### config.mk
export PLATFORM = sky130hd
export DESIGN_NAME = line_command_decoder_led
export DESIGN_NICKNAME = d
export VERILOG_FILES = /design/src/design/lcdled_pkg.sv /design/src/design/line_command_decoder_led.sv /design/src/design/lcdled_line.sv /design/src/design/lcdled_reply.sv
export SDC_FILE = /design/constraint.sdc
export NUM_CORES = 1
export LEC_CHECK = 0
export BUFFER_PORTS_ARGS = -buffer_cell sky130_fd_sc_hd__buf_4
export CAP_MARGIN = 20
export CELL_PAD_IN_SITES_DETAIL_PLACEMENT = 1
export CELL_PAD_IN_SITES_GLOBAL_PLACEMENT = 2
export CORE_MARGIN = 10
export CORE_UTILIZATION = 36
export DETAILED_ROUTE_END_ITERATION = 12
export PLACE_DENSITY_LB_ADDON = 0.15
export SLEW_MARGIN = 20
export SYNTH_ARGS = -nofsm -noshare
export SYNTH_HDL_FRONTEND = slang
export SYNTH_SLANG_ARGS = --single-unit
export TNS_END_PERCENT = 30
### constraint.sdc
create_clock -name clk -period 2.2 [get_ports clk]
set_input_delay 0 -clock clk [delete_from_list [all_inputs] [get_ports clk]]
set_output_delay 0 -clock clk [all_outputs]
set_load 0.005 [all_outputs]
### src/design/lcdled_pkg.sv
// shared constants, types and text helpers for the line command decoder
// no dependencies; used by lcdled_line, lcdled_reply and line_command_decoder_led
package lcdled_pkg;

  localparam int LINE_DEPTH_DEF = 6;

  localparam int BYTE_W      = 8;
  localparam int LAMP_W      = 3;
  localparam int CODE_W      = 3;
  localparam int REPLY_MAX   = 11;
  localparam int REPLY_IDX_W = 4;

  localparam logic [BYTE_W-1:0] CH_CR = 8'h0D;
  localparam logic [BYTE_W-1:0] CH_LF = 8'h0A;

  // command words, first character in the top byte
  localparam logic [8*4-1:0] WORD_LEFT   = "LEFT";
  localparam logic [8*6-1:0] WORD_MIDDLE = "MIDDLE";
  localparam logic [8*5-1:0] WORD_RIGHT  = "RIGHT";
  localparam logic [8*3-1:0] WORD_OFF    = "OFF";

  // reply codes
  localparam logic [CODE_W-1:0] RPL_ERR    = 3'd0;
  localparam logic [CODE_W-1:0] RPL_LEFT   = 3'd1;
  localparam logic [CODE_W-1:0] RPL_MIDDLE = 3'd2;
  localparam logic [CODE_W-1:0] RPL_RIGHT  = 3'd3;
  localparam logic [CODE_W-1:0] RPL_OFF    = 3'd4;

  localparam logic [LAMP_W-1:0] LAMP_NONE   = 3'b000;
  localparam logic [LAMP_W-1:0] LAMP_LEFT   = 3'b001;
  localparam logic [LAMP_W-1:0] LAMP_MIDDLE = 3'b010;
  localparam logic [LAMP_W-1:0] LAMP_RIGHT  = 3'b100;

  // reply texts padded with zeros to the longest reply, first byte on top
  localparam logic [8*REPLY_MAX-1:0] TXT_ERR    = {"ERR", CH_CR, CH_LF, 48'h0};
  localparam logic [8*REPLY_MAX-1:0] TXT_LEFT   = {"OK LEFT", CH_CR, CH_LF, 16'h0};
  localparam logic [8*REPLY_MAX-1:0] TXT_MIDDLE = {"OK MIDDLE", CH_CR, CH_LF};
  localparam logic [8*REPLY_MAX-1:0] TXT_RIGHT  = {"OK RIGHT", CH_CR, CH_LF, 8'h0};
  localparam logic [8*REPLY_MAX-1:0] TXT_OFF    = {"OK OFF", CH_CR, CH_LF, 24'h0};

  typedef struct packed {
    logic                  start;
    logic [CODE_W-1:0]     code;
    logic [LAMP_W-1:0]     lamp;
  } lcdled_req_t;

  function automatic logic [REPLY_IDX_W-1:0] reply_len(input logic [CODE_W-1:0] code);
    logic [REPLY_IDX_W-1:0] len;
    case (code)
      RPL_LEFT:   len = 4'd9;
      RPL_MIDDLE: len = 4'd11;
      RPL_RIGHT:  len = 4'd10;
      RPL_OFF:    len = 4'd8;
      default:    len = 4'd5;
    endcase
    return len;
  endfunction

  function automatic logic [BYTE_W-1:0] reply_char(input logic [CODE_W-1:0]      code,
                                                   input logic [REPLY_IDX_W-1:0] idx);
    logic [8*REPLY_MAX-1:0] txt;
    logic [BYTE_W-1:0]      ch;
    case (code)
      RPL_LEFT:   txt = TXT_LEFT;
      RPL_MIDDLE: txt = TXT_MIDDLE;
      RPL_RIGHT:  txt = TXT_RIGHT;
      RPL_OFF:    txt = TXT_OFF;
      default:    txt = TXT_ERR;
    endcase
    ch = '0;
    for (int k = 0; k < REPLY_MAX; k++) begin
      if (idx == REPLY_IDX_W'(k)) begin
        ch = txt[8*(REPLY_MAX-1-k) +: 8];
      end
    end
    return ch;
  endfunction

endpackage

### src/design/line_command_decoder_led.sv
// top level of the text line command decoder driving three lamps
// depends on lcdled_pkg, lcdled_line and lcdled_reply
//
//   port group   dir  carries
//   in_*         in   received text bytes, one per transfer
//   out_*        out  reply text bytes with lamp state, tlast on the final LF
//
// ordinary bytes and empty line ends are taken one per cycle while no reply is running
// any other line end starts a reply of 5 to 11 bytes, one per cycle while out_tready
// is high; input is held off until the reply sequencer has loaded the final byte
// while out_tready is low the result register holds one byte and the sequencer waits
// rst_n is synchronous, active low; it clears length, overflow, lamps and the sequencer
module line_command_decoder_led #(
  parameter int LINE_DEPTH = lcdled_pkg::LINE_DEPTH_DEF
) (
  input  logic        clk,
  input  logic        rst_n,
  input  logic        in_tvalid,
  output logic        in_tready,
  input  logic [7:0]  in_tdata,   // [7:0] rx_byte
  output logic        out_tvalid,
  input  logic        out_tready,
  output logic [15:0] out_tdata,  // [7:0] reply_byte, [10:8] lamp_bits, [15:11] zero
  output logic        out_tlast
);
  import lcdled_pkg::*;

  lcdled_req_t       req;
  logic              seq_idle;
  logic              in_take;
  logic [BYTE_W-1:0] rep_byte;
  logic [LAMP_W-1:0] rep_lamp;

  assign in_tready = seq_idle;
  assign in_take   = in_tvalid && in_tready;

  lcdled_line #(
    .LINE_DEPTH(LINE_DEPTH)
  ) u_line (
    .clk     (clk),
    .rst_n   (rst_n),
    .in_take (in_take),
    .in_byte (in_tdata),
    .req     (req)
  );

  lcdled_reply u_reply (
    .clk       (clk),
    .rst_n     (rst_n),
    .req       (req),
    .idle      (seq_idle),
    .out_valid (out_tvalid),
    .out_ready (out_tready),
    .out_byte  (rep_byte),
    .out_last  (out_tlast),
    .out_lamp  (rep_lamp)
  );

  assign out_tdata = {5'b0, rep_lamp, rep_byte};

endmodule

### src/design/lcdled_line.sv
// line buffer, length and overflow tracking, command match and lamp state
// depends on lcdled_pkg
module lcdled_line #(
  parameter int LINE_DEPTH = lcdled_pkg::LINE_DEPTH_DEF
) (
  input  logic                          clk,
  input  logic                          rst_n,
  input  logic                          in_take,
  input  logic [lcdled_pkg::BYTE_W-1:0] in_byte,
  output lcdled_pkg::lcdled_req_t       req
);
  import lcdled_pkg::*;

  localparam int LEN_W = $clog2(LINE_DEPTH + 1);
  localparam int IDX_W = $clog2(LINE_DEPTH);

  logic [BYTE_W-1:0] buf_r [LINE_DEPTH];
  logic [LEN_W-1:0]  len_r, len_nxt;
  logic              ovf_r, ovf_nxt;
  logic [LAMP_W-1:0] lamp_r, lamp_nxt;

  logic is_eol;
  logic not_full;
  logic hit_left, hit_middle, hit_right, hit_off;
  logic [CODE_W-1:0] code;

  assign is_eol   = (in_byte == CH_CR) || (in_byte == CH_LF);
  assign not_full = len_r < LEN_W'(LINE_DEPTH);

  // compare the stored line against each command word
  always_comb begin
    hit_left   = (len_r == LEN_W'(4));
    hit_middle = (len_r == LEN_W'(6));
    hit_right  = (len_r == LEN_W'(5));
    hit_off    = (len_r == LEN_W'(3));
    for (int i = 0; i < 4; i++) begin
      hit_left = hit_left && (buf_r[i] == WORD_LEFT[8*(3-i) +: 8]);
    end
    for (int i = 0; i < 6; i++) begin
      hit_middle = hit_middle && (buf_r[i] == WORD_MIDDLE[8*(5-i) +: 8]);
    end
    for (int i = 0; i < 5; i++) begin
      hit_right = hit_right && (buf_r[i] == WORD_RIGHT[8*(4-i) +: 8]);
    end
    for (int i = 0; i < 3; i++) begin
      hit_off = hit_off && (buf_r[i] == WORD_OFF[8*(2-i) +: 8]);
    end
  end

  always_comb begin
    len_nxt   = len_r;
    ovf_nxt   = ovf_r;
    lamp_nxt  = lamp_r;
    code      = RPL_ERR;
    req.start = 1'b0;
    if (!ovf_r) begin
      if (hit_left) begin
        code     = RPL_LEFT;
        lamp_nxt = LAMP_LEFT;
      end else if (hit_middle) begin
        code     = RPL_MIDDLE;
        lamp_nxt = LAMP_MIDDLE;
      end else if (hit_right) begin
        code     = RPL_RIGHT;
        lamp_nxt = LAMP_RIGHT;
      end else if (hit_off) begin
        code     = RPL_OFF;
        lamp_nxt = LAMP_NONE;
      end
    end
    if (!(in_take && is_eol && (len_r != '0 || ovf_r))) begin
      lamp_nxt = lamp_r;
    end
    if (in_take) begin
      if (!is_eol) begin
        if (not_full) begin
          len_nxt = len_r + LEN_W'(1);
        end else begin
          ovf_nxt = 1'b1;
        end
      end else if (len_r != '0 || ovf_r) begin
        req.start = 1'b1;
        len_nxt   = '0;
        ovf_nxt   = 1'b0;
      end
    end
    req.code = code;
    req.lamp = lamp_nxt;
  end

  always_ff @(posedge clk) begin
    if (!rst_n) begin
      len_r  <= '0;
      ovf_r  <= 1'b0;
      lamp_r <= LAMP_NONE;
    end else begin
      len_r  <= len_nxt;
      ovf_r  <= ovf_nxt;
      lamp_r <= lamp_nxt;
    end
  end

  // buffer entries hold no reset value; only entries below the length are compared
  always_ff @(posedge clk) begin
    if (in_take && !is_eol && not_full) begin
      buf_r[len_r[IDX_W-1:0]] <= in_byte;
    end
  end

endmodule

### src/design/lcdled_reply.sv
// reply sequencer: walks the reply text and drives the registered result channel
// depends on lcdled_pkg
module lcdled_reply (
  input  logic                          clk,
  input  logic                          rst_n,
  input  lcdled_pkg::lcdled_req_t       req,
  output logic                          idle,
  output logic                          out_valid,
  input  logic                          out_ready,
  output logic [lcdled_pkg::BYTE_W-1:0] out_byte,
  output logic                          out_last,
  output logic [lcdled_pkg::LAMP_W-1:0] out_lamp
);
  import lcdled_pkg::*;

  logic                   act_r, act_nxt;
  logic [CODE_W-1:0]      code_r, code_nxt;
  logic [LAMP_W-1:0]      lamp_r, lamp_nxt;
  logic [REPLY_IDX_W-1:0] idx_r, idx_nxt;
  logic                   vld_r, vld_nxt;
  logic [BYTE_W-1:0]      byte_r, byte_nxt;
  logic                   last_r, last_nxt;
  logic [LAMP_W-1:0]      olamp_r, olamp_nxt;

  logic load;
  logic is_last;

  assign load    = act_r && (!vld_r || out_ready);
  assign is_last = (idx_r == reply_len(code_r) - REPLY_IDX_W'(1));

  always_comb begin
    act_nxt   = act_r;
    code_nxt  = code_r;
    lamp_nxt  = lamp_r;
    idx_nxt   = idx_r;
    vld_nxt   = vld_r;
    byte_nxt  = byte_r;
    last_nxt  = last_r;
    olamp_nxt = olamp_r;
    if (req.start) begin
      act_nxt  = 1'b1;
      code_nxt = req.code;
      lamp_nxt = req.lamp;
      idx_nxt  = '0;
    end
    if (load) begin
      vld_nxt   = 1'b1;
      byte_nxt  = reply_char(code_r, idx_r);
      last_nxt  = is_last;
      olamp_nxt = lamp_r;
      if (is_last) begin
        act_nxt = 1'b0;
      end else begin
        idx_nxt = idx_r + REPLY_IDX_W'(1);
      end
    end else if (out_ready) begin
      vld_nxt = 1'b0;
    end
  end

  always_ff @(posedge clk) begin
    if (!rst_n) begin
      act_r <= 1'b0;
      vld_r <= 1'b0;
      idx_r <= '0;
    end else begin
      act_r <= act_nxt;
      vld_r <= vld_nxt;
      idx_r <= idx_nxt;
    end
  end

  always_ff @(posedge clk) begin
    code_r  <= code_nxt;
    lamp_r  <= lamp_nxt;
    byte_r  <= byte_nxt;
    last_r  <= last_nxt;
    olamp_r <= olamp_nxt;
  end

  assign idle      = !act_r;
  assign out_valid = vld_r;
  assign out_byte  = byte_r;
  assign out_last  = last_r;
  assign out_lamp  = olamp_r;

endmodule
==> run summary <==
Status - finished clean
Most frequent cell after synthesis - edfxtp_1
Synth Cell Area - 3920 um^2
Maximum clock rate - 476 MHz
Syn_area_per_cell - 11.4 um^2
Crit. End Element - register
Slack of the worst reg-to-reg path - 0.1 ns
Slowest cell on the critical path - or4b_4
First-pass GRT wire length - 16,700 um
Combinational group share of total power - 0.046
Ys flop type - edfxtp_1
Worst r2r path cells - 6
Initial core utilization - 0.365
Filler cell count - 1,193
RR Endpoint - u_reply.lamp_r[2]
CTS buffer count - 9
Worst skew pair latency - 0.37 ns
Power Density - 590 nW/um^2
Worst setup path endpoint - u_reply.lamp_r[2]
Clock transition at path regs - 0.09 ns
GP Congestion - 0.834
Die ar. - 15,500 um^2
Number of synthesized flops with an enable pin - 65
Crit path time final - 2.10 ns
Cell Int Power - 2220 uW
Post-Route WL - 10,100 um
FF+latch area - 2210 um^2
Mapped Cells - 345
Hold_sp - in_tvalid
Arr. time, crit path - 2.22 ns
Post-route ant nets - 0
Hold WC Path Type - in -> reg
Lkg Pwr - 0.00179 uW
Crit Path Class - reg -> reg
Multi-input gate area in the final layout - 1640 um^2
Chip Height - 124 um
Nets@finish - 440
Post-placement cell area - 4480 um^2
Clock power frac - 0.390
Pin count of the biggest net entering global routing - 16
Share of cells above drive strength 1 - 0.274
Critical Path Stages - 6
I/O pins - 31
All-Layer GR Usage - 0.132
Synth top area cells - edfxtp_1, dfxtp_1, a21oi_1
Synth-to-layout area growth - 25.3%
Total power - 2900 uW
CP peak stage delay - 0.56 ns
DRC - 0
Cell area after layout - 4910 um^2
Antenna violations before repair - 0
Via count - 2,940
Port-buffer cells - 24
Total gr overflow - 0
RSZ-0062 raised after global routing - yes
Reg2reg start - u_line.buf_r[0][4]
Crit-path max FO - 3
# diodes - 0
Cell breakdown of the critical path - or4b_4, nand4b_4, a2111oi_4, a21oi_1, o21ai_1, nand2_1
Yosys top cell area share - 0.498
Synth warnings - 0
Sequential area share after synthesis - 0.565
Drt first pass iters - 4
Netlist cell types - 62
Buffers & Inverters on Critical Path - 0
Final period util - 0.956
Synth Register Bits - 78
HPWL after detailed placement - 7520 um
Clk Tree Root Cell - clkbuf_8
H-tree depth - 3
VDD IR max - 0.421 mV
Via density - 5.21
WL/cell - 18.0 um
Area leader, netlist - edfxtp_1
Core ar. - 10,700 um^2
Vias in the first global route - 3,204
Synth top cells by count - edfxtp_1, nand2_1, nor2_1, a21oi_1, dfxtp_1
CP delay by family, top - simple AND/OR/NAND/NOR gates
Seq pwr share - 0.564
DRT iter0 DRCs - 124
Max-cap violation count - 0
Final Setup Violations - 0
Critical path origin - u_line.buf_r[0][4]
Crit start category - register
CTS Sinks - 78
Switching power total - 676 uW
Slew Viols, Final - 0
TritonCTS clock tree - built
Worst hold slack - 0.206 ns
Final Hold Viols - 0
Row count - 38
DIE WIDTH - 124 um
Clock skew - 0.0188 ns
Critical path required time - 2.32 ns
Final core occ - 0.457
Async set-reset flop share out of synthesis - 0
Switching part of the total - 0.233
CTS Buffer Depth - 2
[kinds of logic after synthesis]
family	count (synthesis)	synth area share
flops	78	0.565
compound gates	75	0.130
other cells	1	0.000957
buf+inv	33	0.0428
xor+xnor	1	0.00415
mux	4	0.0105
simple gates	144	0.218
fa+ha+maj	9	0.0287
[through the flow]
step                TNS [ns]  setup WS, ns  std cells
floorplan                  0         0.116        350
global placement           0        0.0602        533
detailed placement         0        0.0117        533
CTS                        0        0.0266        559
global route         -0.0204       -0.0204        564
finish                     0        0.0977        564
[placed cells by master, fill, tap and decap left out, types with 8 or more instances in the layout]
| master | instances |
|---|---|
| inv_1 | 8 |
| nand3_1 | 11 |
| buf_4 | 72 |
| nor2_1 | 23 |
| edfxtp_1 | 65 |
| nand2_1 | 26 |
| a21oi_1 | 23 |
| dfxtp_1 | 11 |
| nand2b_1 | 8 |
| o21ai_0 | 10 |
| clkbuf_8 | 9 |
| ha_1 | 8 |
| dlygate4sd3_1 | 10 |
[cell type report]
cell class,instances,share of cell area
repair buffers,82,0.131
well taps,140,0.0357
flip-flops and latches,78,0.451
multi-input cells,239,0.335
clock inverters,7,0.0158
clock buffers,9,0.0252
inverters,9,0.00688
[flip-flops by register name (all words and copies together) (netlist names)]
| name | cells |
|---|---|
| u_reply.out_last | 1 |
| u_reply.out_lamp | 3 |
| u_reply.code_r | 3 |
| u_reply.idx_r | 4 |
| u_line.buf_r | 48 |
| u_line.ovf_r | 1 |
| u_reply.lamp_r | 3 |
| u_reply.out_byte | 7 |
| u_line.lamp_r | 3 |
| u_reply.out_valid | 1 |
| u_line.len_r | 3 |
| u_reply.act_r | 1 |
[worst min path at each step]
stage,endpoint,slack [ns],cells after the start
after CTS,u_line.ovf_r,0.21,4
after floorplan,u_line.buf_r[0][0],0.1,0
after global routing,u_line.ovf_r,0.25,4
after global placement,u_line.buf_r[1][7],0.25,1
final,u_line.ovf_r,0.21,4
after detailed placement,u_line.buf_r[0][6],0.25,1
[layer usage]
| layer | vias up | share of wire | GRT usage |
|---|---|---|---|
| li1 | 1445 | - | - |
| met1 | 1442 | 0.42 | 0.149 |
| met2 | 37 | 0.53 | 0.232 |
| met3 | 16 | 0.029 | 0.0285 |
| met4 | 0 | 0.020 | 0.0569 |
| met5 | - | 0 | 0 |
[what timing repair did]
action	4_1_cts	5_1_grt
resized for setup	1	16
setup buffers	0	5
hold buffers	10	0
endpoints found under the setup margin	1	9
pin swaps	0	4
endpoints found under the hold margin	52	0
[power by group through the flow]
stage	clock, uW	sequential, uW	combinational [uW]
final	1130	1640	133
after global routing	1230	1640	151
after CTS	1160	1640	132
after detailed placement	0	1670	118
after global placement	0	1670	117
after floorplan	0	1670	61.4
[worst register-to-register path: cells and delay by family (launching register included)]
kind	cells	cell delay (ns)
AOI/OAI and AO/OA	3	0.65
DFF	1	0.39
and+or+nand+nor	3	0.84
No activity file was read; power rests on OpenSTA's default activity.
